--- src/design/gne_pkg.sv ---
package gne_pkg;

  localparam int TABLE_DEPTH_DEF = 514;
  localparam int FRAC_BITS_DEF   = 16;

  localparam int GRAD_W  = 16;
  localparam int PERM_W  = 8;
  localparam int CELL_W  = 8;
  localparam int INDEX_W = 10;
  localparam int NOISE_W = 20;
  localparam int LAT_W   = 9;
  localparam int CORNERS = 8;

  localparam logic [LAT_W-1:0] LATTICE_RESET = 9'd4;

  // Item kinds carried in the input tuser.
  localparam logic [1:0] FUNC_LOAD_PERM = 2'd0;
  localparam logic [1:0] FUNC_LOAD_G2   = 2'd1;
  localparam logic [1:0] FUNC_LOAD_G3   = 2'd2;
  localparam logic [1:0] FUNC_EVAL      = 2'd3;

  // Evaluation modes after dims has been cleaned up.
  localparam logic [1:0] MODE_1D = 2'd1;
  localparam logic [1:0] MODE_2D = 2'd2;
  localparam logic [1:0] MODE_3D = 2'd3;

  // Register word select (paddr bit 2).
  localparam logic REG_LATTICE = 1'b0;

  typedef logic signed [GRAD_W-1:0] grad_t;

  typedef struct packed {
    logic       vld;
    logic [1:0] func;
    logic [1:0] mode;
  } ctl_t;

endpackage

--- src/design/gne_lerp.sv ---
module gne_lerp
  import gne_pkg::*;
#(
  parameter int FRAC_BITS = FRAC_BITS_DEF,
  parameter int LANES     = 1
) (
  input  logic                        clk,
  input  logic                        en,
  input  logic [FRAC_BITS+1:0]        s,
  input  logic signed [FRAC_BITS+5:0] a [LANES],
  input  logic signed [FRAC_BITS+5:0] b [LANES],
  output logic signed [FRAC_BITS+5:0] y [LANES]
);

  localparam int F  = FRAC_BITS;
  localparam int VW = F + 6;
  localparam int DW = VW + 1;
  localparam int PW = DW + F + 3;

  logic signed [F+2:0] ss;

  assign ss = $signed({1'b0, s});

  for (genvar l = 0; l < LANES; l++) begin : g_lane
    logic signed [DW-1:0] diff;
    logic signed [PW-1:0] prod;
    logic signed [PW-1:0] sum;
    logic signed [VW-1:0] ah;

    assign diff = DW'(b[l]) - DW'(a[l]);
    assign sum  = PW'(ah) + (prod >>> F);

    always_ff @(posedge clk) begin
      if (en) begin
        prod <= ss * diff;
        ah   <= a[l];
        y[l] <= sum[VW-1:0];
      end
    end
  end

endmodule

--- config.mk ---
export PLATFORM = sky130hd
export DESIGN_NAME = gne_lerp
export DESIGN_NICKNAME = d
export VERILOG_FILES = /design/src/design/gne_pkg.sv /design/src/design/gne_lerp.sv
export SDC_FILE = /design/constraint.sdc
export NUM_CORES = 1
export LEC_CHECK = 0
export BUFFER_PORTS_ARGS = -buffer_cell sky130_fd_sc_hd__buf_2
export CORE_AREA = 5 5 150 259
export CTS_CLUSTER_SIZE = 25
export DETAILED_ROUTE_END_ITERATION = 16
export DIE_AREA = 0 0 155 264
export PLACE_DENSITY = 0.73
export SLEW_MARGIN = 20
export SYNTH_ARGS = -nofsm -noshare
export SYNTH_HDL_FRONTEND = slang
export SYNTH_SLANG_ARGS = --single-unit
--- constraint.sdc ---
create_clock -name clk -period 13.9 [get_ports clk]
set_input_delay 2.085 -clock clk [delete_from_list [all_inputs] [get_ports clk]]
set_output_delay 2.085 -clock clk [all_outputs]
set_load 0.01 [all_outputs]
==> impl_results.md <==
* Final period util at 76.0%
* FF-to-FF path depth at 14
* Slew Viols, Final at 0
* Buf/Inv on CP at 6
* PortBufs at 85
* Wire per inst at 17.7 microns
* Req. time, crit path at 13.99 ns
* Total Die Area at 40,900 sq um
* Unrepaired setup endpoints after global routing: false
* CTS Buf Count at 9
* Worst Skew at 0.00625 ns
* WP data arrival at 10.65 ns
* Iter 0 DRT Violations at 698
* Root buffer cell: clkbuf_16
* Crit-path most repeated cell: fa_1
* Cell variety after synth at 47
* Synth top area share at 42.6%
* Row Count at 93
* Die Span Y at 264 microns
* Die Wd at 155 microns
* CP max-delay cell: fa_1
* Commonest cells in the synthesized netlist: inv_1, fa_1, nand2_1
* Reg2Reg Setup Slack at 10.43 ns
* Nets at 2,561
* Post-DP HPWL at 35,800 microns
* Setup CP Type: in -> reg
* Critical R2R Launch: g_lane[0].ah[0]
* Via count of the first global-routing pass at 14,814
* YS warnings at 0
* Largest area contributor in the netlist: fa_1
* CTS Buffer Depth at 2
* Syn Nets at 2,506
* Hold depth at 1
* Status: complete, no violations
* Avg Cell Area, Syn at 9.34 sq um
* FF-to-FF End: y[20]
* Most common cell in the netlist: inv_1
* Via/cell ratio at 5.28
* CP Launch Point: a[1]
* Register area share after synthesis at 11.1%
* Core area at 36,700 sq um
* Post-CTS Setup Inserts at 0
* Crit end category: flip-flop
* Met3 wire len at 1640 microns
* First-pass GRT wire length at 71,400 microns
* Post-synth EDFFs at 66
* Worst-margin pin slew at 1.09 ns
* Max-cap violations at 0
* CP Max Fanout at 18
* H-tree levels at 3
* Main area contributors after synthesis: fa_1, edfxtp_1, inv_1, ha_1, and2_1
* CTS hold repair buffers at 0
* Max_slew headroom at 27.2%
* Cell count after synthesis at 1,917
* Mapped cell area at 17,900 sq um
* Hold Fails Final Rpt at 0
* Metal2 WL at 25,100 microns
* Cts repair resizes at 0
* FF+latch count, synth at 66
* Detail Route Antenna Nets at 0
* Antenna violations before repair at 0
* DRT met1 WL at 13,800 microns
* GRT Overall Usage at 21.9%
* Clk_lat worst skew at 0.34 ns
* Ys async rst share at 0%
* WL final at 43,300 microns
* Clock sinks at 66
* Min Tclk post-route at 10.56 ns
* Final GP Congestion at 0.916
* # setup viols final at 0
* Hold path endpoint: y[0]
* Largest net degree at the start of global routing at 67
* Hold wc startpoint: g_lane[0].prod[16]
* Primary FF master, synth: edfxtp_1
* Hold Path Class: reg -> reg
* DR vias at 12,942
* Fmax at 94.7 MHz
* Initial Util at 48.8%
* Number of diodes at 0
* Ports at 86
* Worst path max stage delay at 0.56 ns
* 1st-pass router iterations at 7
* Clk pin slew, worst setup/hold paths at 0.06 ns
* Grt ovf at 0
* CTS tree: yes
* Share of cells above drive strength 1 at 6.83%
* Startpoint types: input port
* Crit path max-delay family: adder cells
* TNS Setup at 0 ns
* Uppermost layer routed: met4
* Area delta synth->final at 7.07%
* DRC Markers at 0
-- cell type report --
| class | instances | area [sq um] |
|---|---|---|
| clock buffers | 9 | 225 |
| clock inverters | 7 | 68.8 |
| fillers | 3263 | 17500 |
| inverters | 517 | 1940 |
| multi-input cells | 1273 | 13800 |
| flip-flops and latches | 66 | 1980 |
| well taps | 475 | 594 |
| repair buffers | 105 | 576 |
-- stage by stage --
| step | cells | setup slack [ns] | hold slack (ns) | cell area [sq um] | util, % |
|---|---|---|---|---|---|
| final | 2452 | 3.34 | 0.563 | 19200 | 52.3 |
| after global routing | 2452 | 2.90 | 0.577 | 19200 | 52.3 |
| after CTS | 2452 | 3.37 | 0.577 | 19200 | 52.3 |
| after detailed placement | 2436 | 3.01 | 0.564 | 18900 | 51.5 |
| after global placement | 2436 | 3.17 | 0.544 | 18900 | 51.5 |
| after floorplan | 1917 | 3.70 | 0.513 | 17900 | - |
-- per-layer routing --
layer | vias to the layer above | track usage, %
met3 | 178 | 2.49
li1 | 5751 | -
met5 | - | 0
met1 | 6600 | 21.3
met4 | 0 | 12.2
met2 | 413 | 43.5
-- worst max-delay path by stage --
stage / to / slack (ns) / cells past startpoint
after global routing: g_lane[0].prod[37] / 2.90 / 36
after global placement: g_lane[0].prod[37] / 3.17 / 36
final: g_lane[0].prod[37] / 3.34 / 35
after CTS: g_lane[0].prod[37] / 3.37 / 35
after detailed placement: g_lane[0].prod[37] / 3.01 / 35
after floorplan: g_lane[0].prod[37] / 3.70 / 35
-- cell families after synthesis --
group | Yosys count | synth area share [%]
buffers and inverters | 578 | 12.1
XOR/XNOR | 75 | 3.75
AND/OR/NAND/NOR | 535 | 15.3
flip-flops | 66 | 11.1
adder cells (fa/ha/maj) | 525 | 52.7
AO/OA/AOI/OAI | 138 | 5.13
-- state kept, by name, summed over array words and instances (netlist names) --
| signal | cells |
|---|---|
| g_lane.prod | 22 |
| g_lane.ah | 22 |
| y | 22 |
-- cell usage in the layout, fill, tap and decap left out, drive strengths merged, types with 3 or more instances in the layout --
master / instances
a211o: 4
a211oi: 5
a21boi: 3
a21o: 21
a21oi: 44
a31o: 5
a31oi: 3
and2: 186
and2b: 4
and3: 13
buf: 105
clkbuf: 9
clkinv: 4
edfxtp: 66
fa: 381
ha: 144
inv: 518
nand2: 204
nand2b: 21
nand3: 12
nand4: 6
nor2: 39
nor2b: 31
nor3: 10
o211ai: 3
o21a: 11
o21ai: 21
o21bai: 4
xnor2: 63
xor2: 11
Power is not shown: default switching activity piles up to over one toggle a cycle in this logic, so the estimate is an artifact.
