--- src/design/gne_pkg.sv ---
package gne_pkg;

  localparam int TABLE_DEPTH_DEF = 514;
  localparam int FRAC_BITS_DEF   = 16;

  localparam int GRAD_W  = 16;
  localparam int PERM_W  = 8;
  localparam int CELL_W  = 8;
  localparam int INDEX_W = 10;
  localparam int NOISE_W = 20;
  localparam int LAT_W   = 9;
  localparam int CORNERS = 8;

  localparam logic [LAT_W-1:0] LATTICE_RESET = 9'd4;

  // Item kinds carried in the input tuser.
  localparam logic [1:0] FUNC_LOAD_PERM = 2'd0;
  localparam logic [1:0] FUNC_LOAD_G2   = 2'd1;
  localparam logic [1:0] FUNC_LOAD_G3   = 2'd2;
  localparam logic [1:0] FUNC_EVAL      = 2'd3;

  // Evaluation modes after dims has been cleaned up.
  localparam logic [1:0] MODE_1D = 2'd1;
  localparam logic [1:0] MODE_2D = 2'd2;
  localparam logic [1:0] MODE_3D = 2'd3;

  // Register word select (paddr bit 2).
  localparam logic REG_LATTICE = 1'b0;

  typedef logic signed [GRAD_W-1:0] grad_t;

  typedef struct packed {
    logic       vld;
    logic [1:0] func;
    logic [1:0] mode;
  } ctl_t;

endpackage

--- src/design/gne_scurve.sv ---
module gne_scurve
  import gne_pkg::*;
#(
  parameter int FRAC_BITS = FRAC_BITS_DEF
) (
  input  logic                 clk,
  input  logic                 en,
  input  logic [FRAC_BITS-1:0] frac [3],
  output logic [FRAC_BITS+1:0] s [3]
);

  localparam int F = FRAC_BITS;
  localparam logic [F+1:0] THREE = (F+2)'(3) << F;

  for (genvar l = 0; l < 3; l++) begin : g_lane
    logic [F-1:0]   t;
    logic [F-1:0]   t2;
    logic [F+1:0]   k;
    logic [2*F-1:0] sq;
    logic [2*F+1:0] pr;

    assign sq = t * t;
    assign pr = t2 * k;

    always_ff @(posedge clk) begin
      if (en) begin
        t    <= frac[l];
        t2   <= sq[2*F-1:F];
        k    <= THREE - {1'b0, t, 1'b0};
        s[l] <= pr[2*F+1:F];
      end
    end
  end

endmodule

--- config.mk ---
export PLATFORM = sky130hd
export DESIGN_NAME = gne_scurve
export DESIGN_NICKNAME = d
export VERILOG_FILES = /design/src/design/gne_pkg.sv /design/src/design/gne_scurve.sv
export SDC_FILE = /design/constraint.sdc
export NUM_CORES = 2
export LEC_CHECK = 0
export CAP_MARGIN = 20
export CORE_MARGIN = 3
export CORE_UTILIZATION = 67
export CTS_CLUSTER_DIAMETER = 30
export CTS_CLUSTER_SIZE = 8
export DETAILED_ROUTE_END_ITERATION = 12
export DONT_BUFFER_PORTS = 1
export GPL_TIMING_DRIVEN = 0
export PLACE_DENSITY = 0.83
export SLEW_MARGIN = 20
export SYNTH_ARGS = -nofsm -noshare
export SYNTH_HDL_FRONTEND = slang
export SYNTH_SLANG_ARGS = --single-unit
--- constraint.sdc ---
create_clock -name clk -period 7.2 [get_ports clk]
set_input_delay 0.36 -clock clk [delete_from_list [all_inputs] [get_ports clk]]
set_output_delay 0.36 -clock clk [all_outputs]
set_load 0.1 [all_outputs]
==> reports/results.tsv <==
metric	value	unit
antenna violations before repair	2	
Site Rows	101	
nets	7270	
first-pass GRT wire length	211	mm
Tightest Pin Transition	1.09	ns
Post-Synth Adder-Cell Area	57.1	%
clk_lat worst skew	0.60	ns
Data arrival, critical path	7.39	ns
area grow syn2layout	7.95	%
multiplexer share of the synthesized area	0.0647	%
critical path's slowest cell	fa_1	
post-synthesis sequential area ratio	11.6	%
Mean Syn Cell Area	9.68	µm²
CP cell instances	clkbuf_4, buf_2, and2_1, fa_1, fa_1, fa_1, fa_1, fa_1, inv_1, fa_1, inv_1, ha_1, nand4_1, nor2_1, nor2_2, a31oi_4, o41a_1, a211o_4, a31oi_4, o21bai_1, xor2_1	
outcome	finished clean	
Post-synth ARST share	0	%
CP Buf/Inv Count	4	
Slew Limit Headroom	27.1	%
EDFF count, synth	201	
GPL Wtd Cong	0.986	
Hold Fails Final Rpt	0	
CTS root buffer	clkbuf_16	
wire per inst	19.7	µm
largest family of logic cells by synthesized area	adder cells	
Mapped Cells	5392	
die area	81300	µm²
clk_skew	0.0234	ns
Worst setup SP type	flip-flop	
Fin Hold WS	0.381	ns
Worst setup startpoint	g_lane[2].t[6]$_DFFE_PP_	
FMAX	142	MHz
simple-gate portion of the synthesized area	13.6	%
Cell Count Post-Placement	6422	
fin crit share	97.8	%
vias per inst	5.74	
final WL	130	mm
Net Count, Synth	7157	
Synth area leader	fa_1	
total CTS buffers	54	
Remaining DRCs	0	
CTS tree	yes	
PortBufs	0	
leading cell type by number of instances after synthesis	inv_1	
Area contributors post-synth	fa_1, ha_1, edfxtp_1	
Synth Flop Type	edfxtp_1	
number of max-cap violations	0	
complex-gate fraction of the synthesized area	3.72	%
#FFs+latches synth	201	
io pins	104	
Yosys warning count	0	
Core Box Area	76600	µm²
Reg clk slew, reported paths	0.05	ns
DRT iter0 DRCs	3643	
max incr delay on CP	0.53	ns
chip height	285	µm
most used cell, CP	fa_1	
largest net degree at the start of global routing	195	
crit path time final	7.04	ns
Synth Cell Area	52200	µm²
post-layout util	73.6	%
Longest Clk Path Bufs	3	
gr usage total	32.9	%
Final Slew Violations	0	
share of layout cells above drive strength 1	4.65	%
Crit path required time	7.55	ns
total number of H-tree levels	2	
post-synthesis cell type count	65	
DRT antenna net count	0	
GRT overflow	0	
XOR/XNOR share of the synthesized area	2.75	%
Hold Crit Start	frac[16]	
vias in the first global route	41300	
Post-synth top cells	inv_1, fa_1, nand2_1, ha_1, and2_1	
1st-pass router iterations	7	
post-synth top area share	42.6	%
Vias	37700	
kind of critical path	reg2reg	
RR Startpoint	g_lane[2].t[6]$_DFFE_PP_	
final non-filler cell total	6579	
HPWL Detailed	103	mm
die width	285	µm
clock sink count	201	
crit end category	flip-flop	
final setup vio count	0	
Max FO, Critical Path	10	
delay-heaviest family, CP	adder cells	
starting density of the core	68.1	%
worst hold path type	in2reg	
Setup TNS Final	0	ns
-- cell type report --
cell class | count | area, µm²
clock inverter | 40 | 538
timing repair buffer | 80 | 743
inverter | 1359 | 5100
sequential | 201 | 6040
buffer | 168 | 758
multi-input combinational | 3641 | 40500
tap | 1030 | 1290
fill | 5254 | 20300
antenna | 1 | 2.50
clock buffer | 59 | 1390
-- path summary, 6_finish.rpt --
path / slack (ns) / cells past startpoint / endpoint
setup reg to reg: 0.16 / 21 / g_lane[2].t2[14]$_DFFE_PP_
hold / removal: 0.38 / 1 / g_lane[1].t[0]$_DFFE_PP_
hold reg to reg: 0.75 / 0 / g_lane[0].k[1]$_DFFE_PP_
setup / recovery: 0.16 / 21 / g_lane[2].t2[14]$_DFFE_PP_
-- flip-flops by register name, indices dropped and copies added (netlist names) --
| name | count |
|---|---|
| g_lane.k | 51 |
| g_lane.t2 | 48 |
| s | 54 |
| g_lane.t | 48 |
-- what timing repair did --
| action | in CTS | in global routing |
|---|---|---|
| setup endpoints to repair | 26 | 56 |
| buffers inserted | 0 | 30 |
| hold buffers | 50 | 0 |
| resized for setup | 30 | 162 |
| endpoints found under the hold margin | 242 | 0 |
| pin swaps | 0 | 4 |
-- cell usage in the layout, fill, tap and decap left out, types with 39 or more instances in the layout --
cell type,n
a21o_1,47
a21oi_1,94
and2_1,515
clkbuf_1,81
clkbuf_16,55
clkbuf_2,83
dlygate4sd3_1,49
edfxtp_1,201
fa_1,1110
ha_1,604
inv_1,1353
nand2_1,673
nor2_1,121
o21ai_0,44
xnor2_1,125
xor2_1,39
-- cell families (layout without fill, tap and decap cells) --
| group | Yosys count | in the layout |
|---|---|---|
| adder cells (fa/ha/maj) | 1715 | 1715 |
| buffers and inverters | 1550 | 1706 |
| AND/OR/NAND/NOR | 1465 | 1465 |
| AO/OA/AOI/OAI | 294 | 294 |
| flip-flops | 201 | 201 |
| XOR/XNOR | 164 | 164 |
| multiplexers | 3 | 3 |
| other | 0 | 1 |
-- metrics by stage --
step	cell area (µm²)	setup slack, ns
2_1_floorplan	52200	0.675
3_3_place_gp	53500	-0.320
3_5_place_dp	53500	-0.451
4_1_cts	55900	0.00134
5_1_grt	56300	-0.0265
6_report	56300	0.156
-- worst reg2reg max path, delay by kind of cell (launching register included) --
| family | cells | cell delay [ns] |
|---|---|---|
| AO/OA/AOI/OAI | 5 | 1.38 |
| buffers and inverters | 4 | 0.67 |
| adder cells (fa/ha/maj) | 7 | 3.36 |
| XOR/XNOR | 1 | 0.15 |
| flip-flops | 1 | 0.48 |
| AND/OR/NAND/NOR | 4 | 0.75 |
-- layer usage --
metal  up-vias  track usage [%]  share of wire (%)
met5         -                0              0.010
met4         2             10.5                3.4
met3       392             8.32                 12
met2      2155             52.4                 46
met1     18800             44.7                 38
li1      16400                -                  -
Power is left out: the tool's default activity adds up to more than one toggle a clock period on the data nets, which glitch-free logic cannot reach.
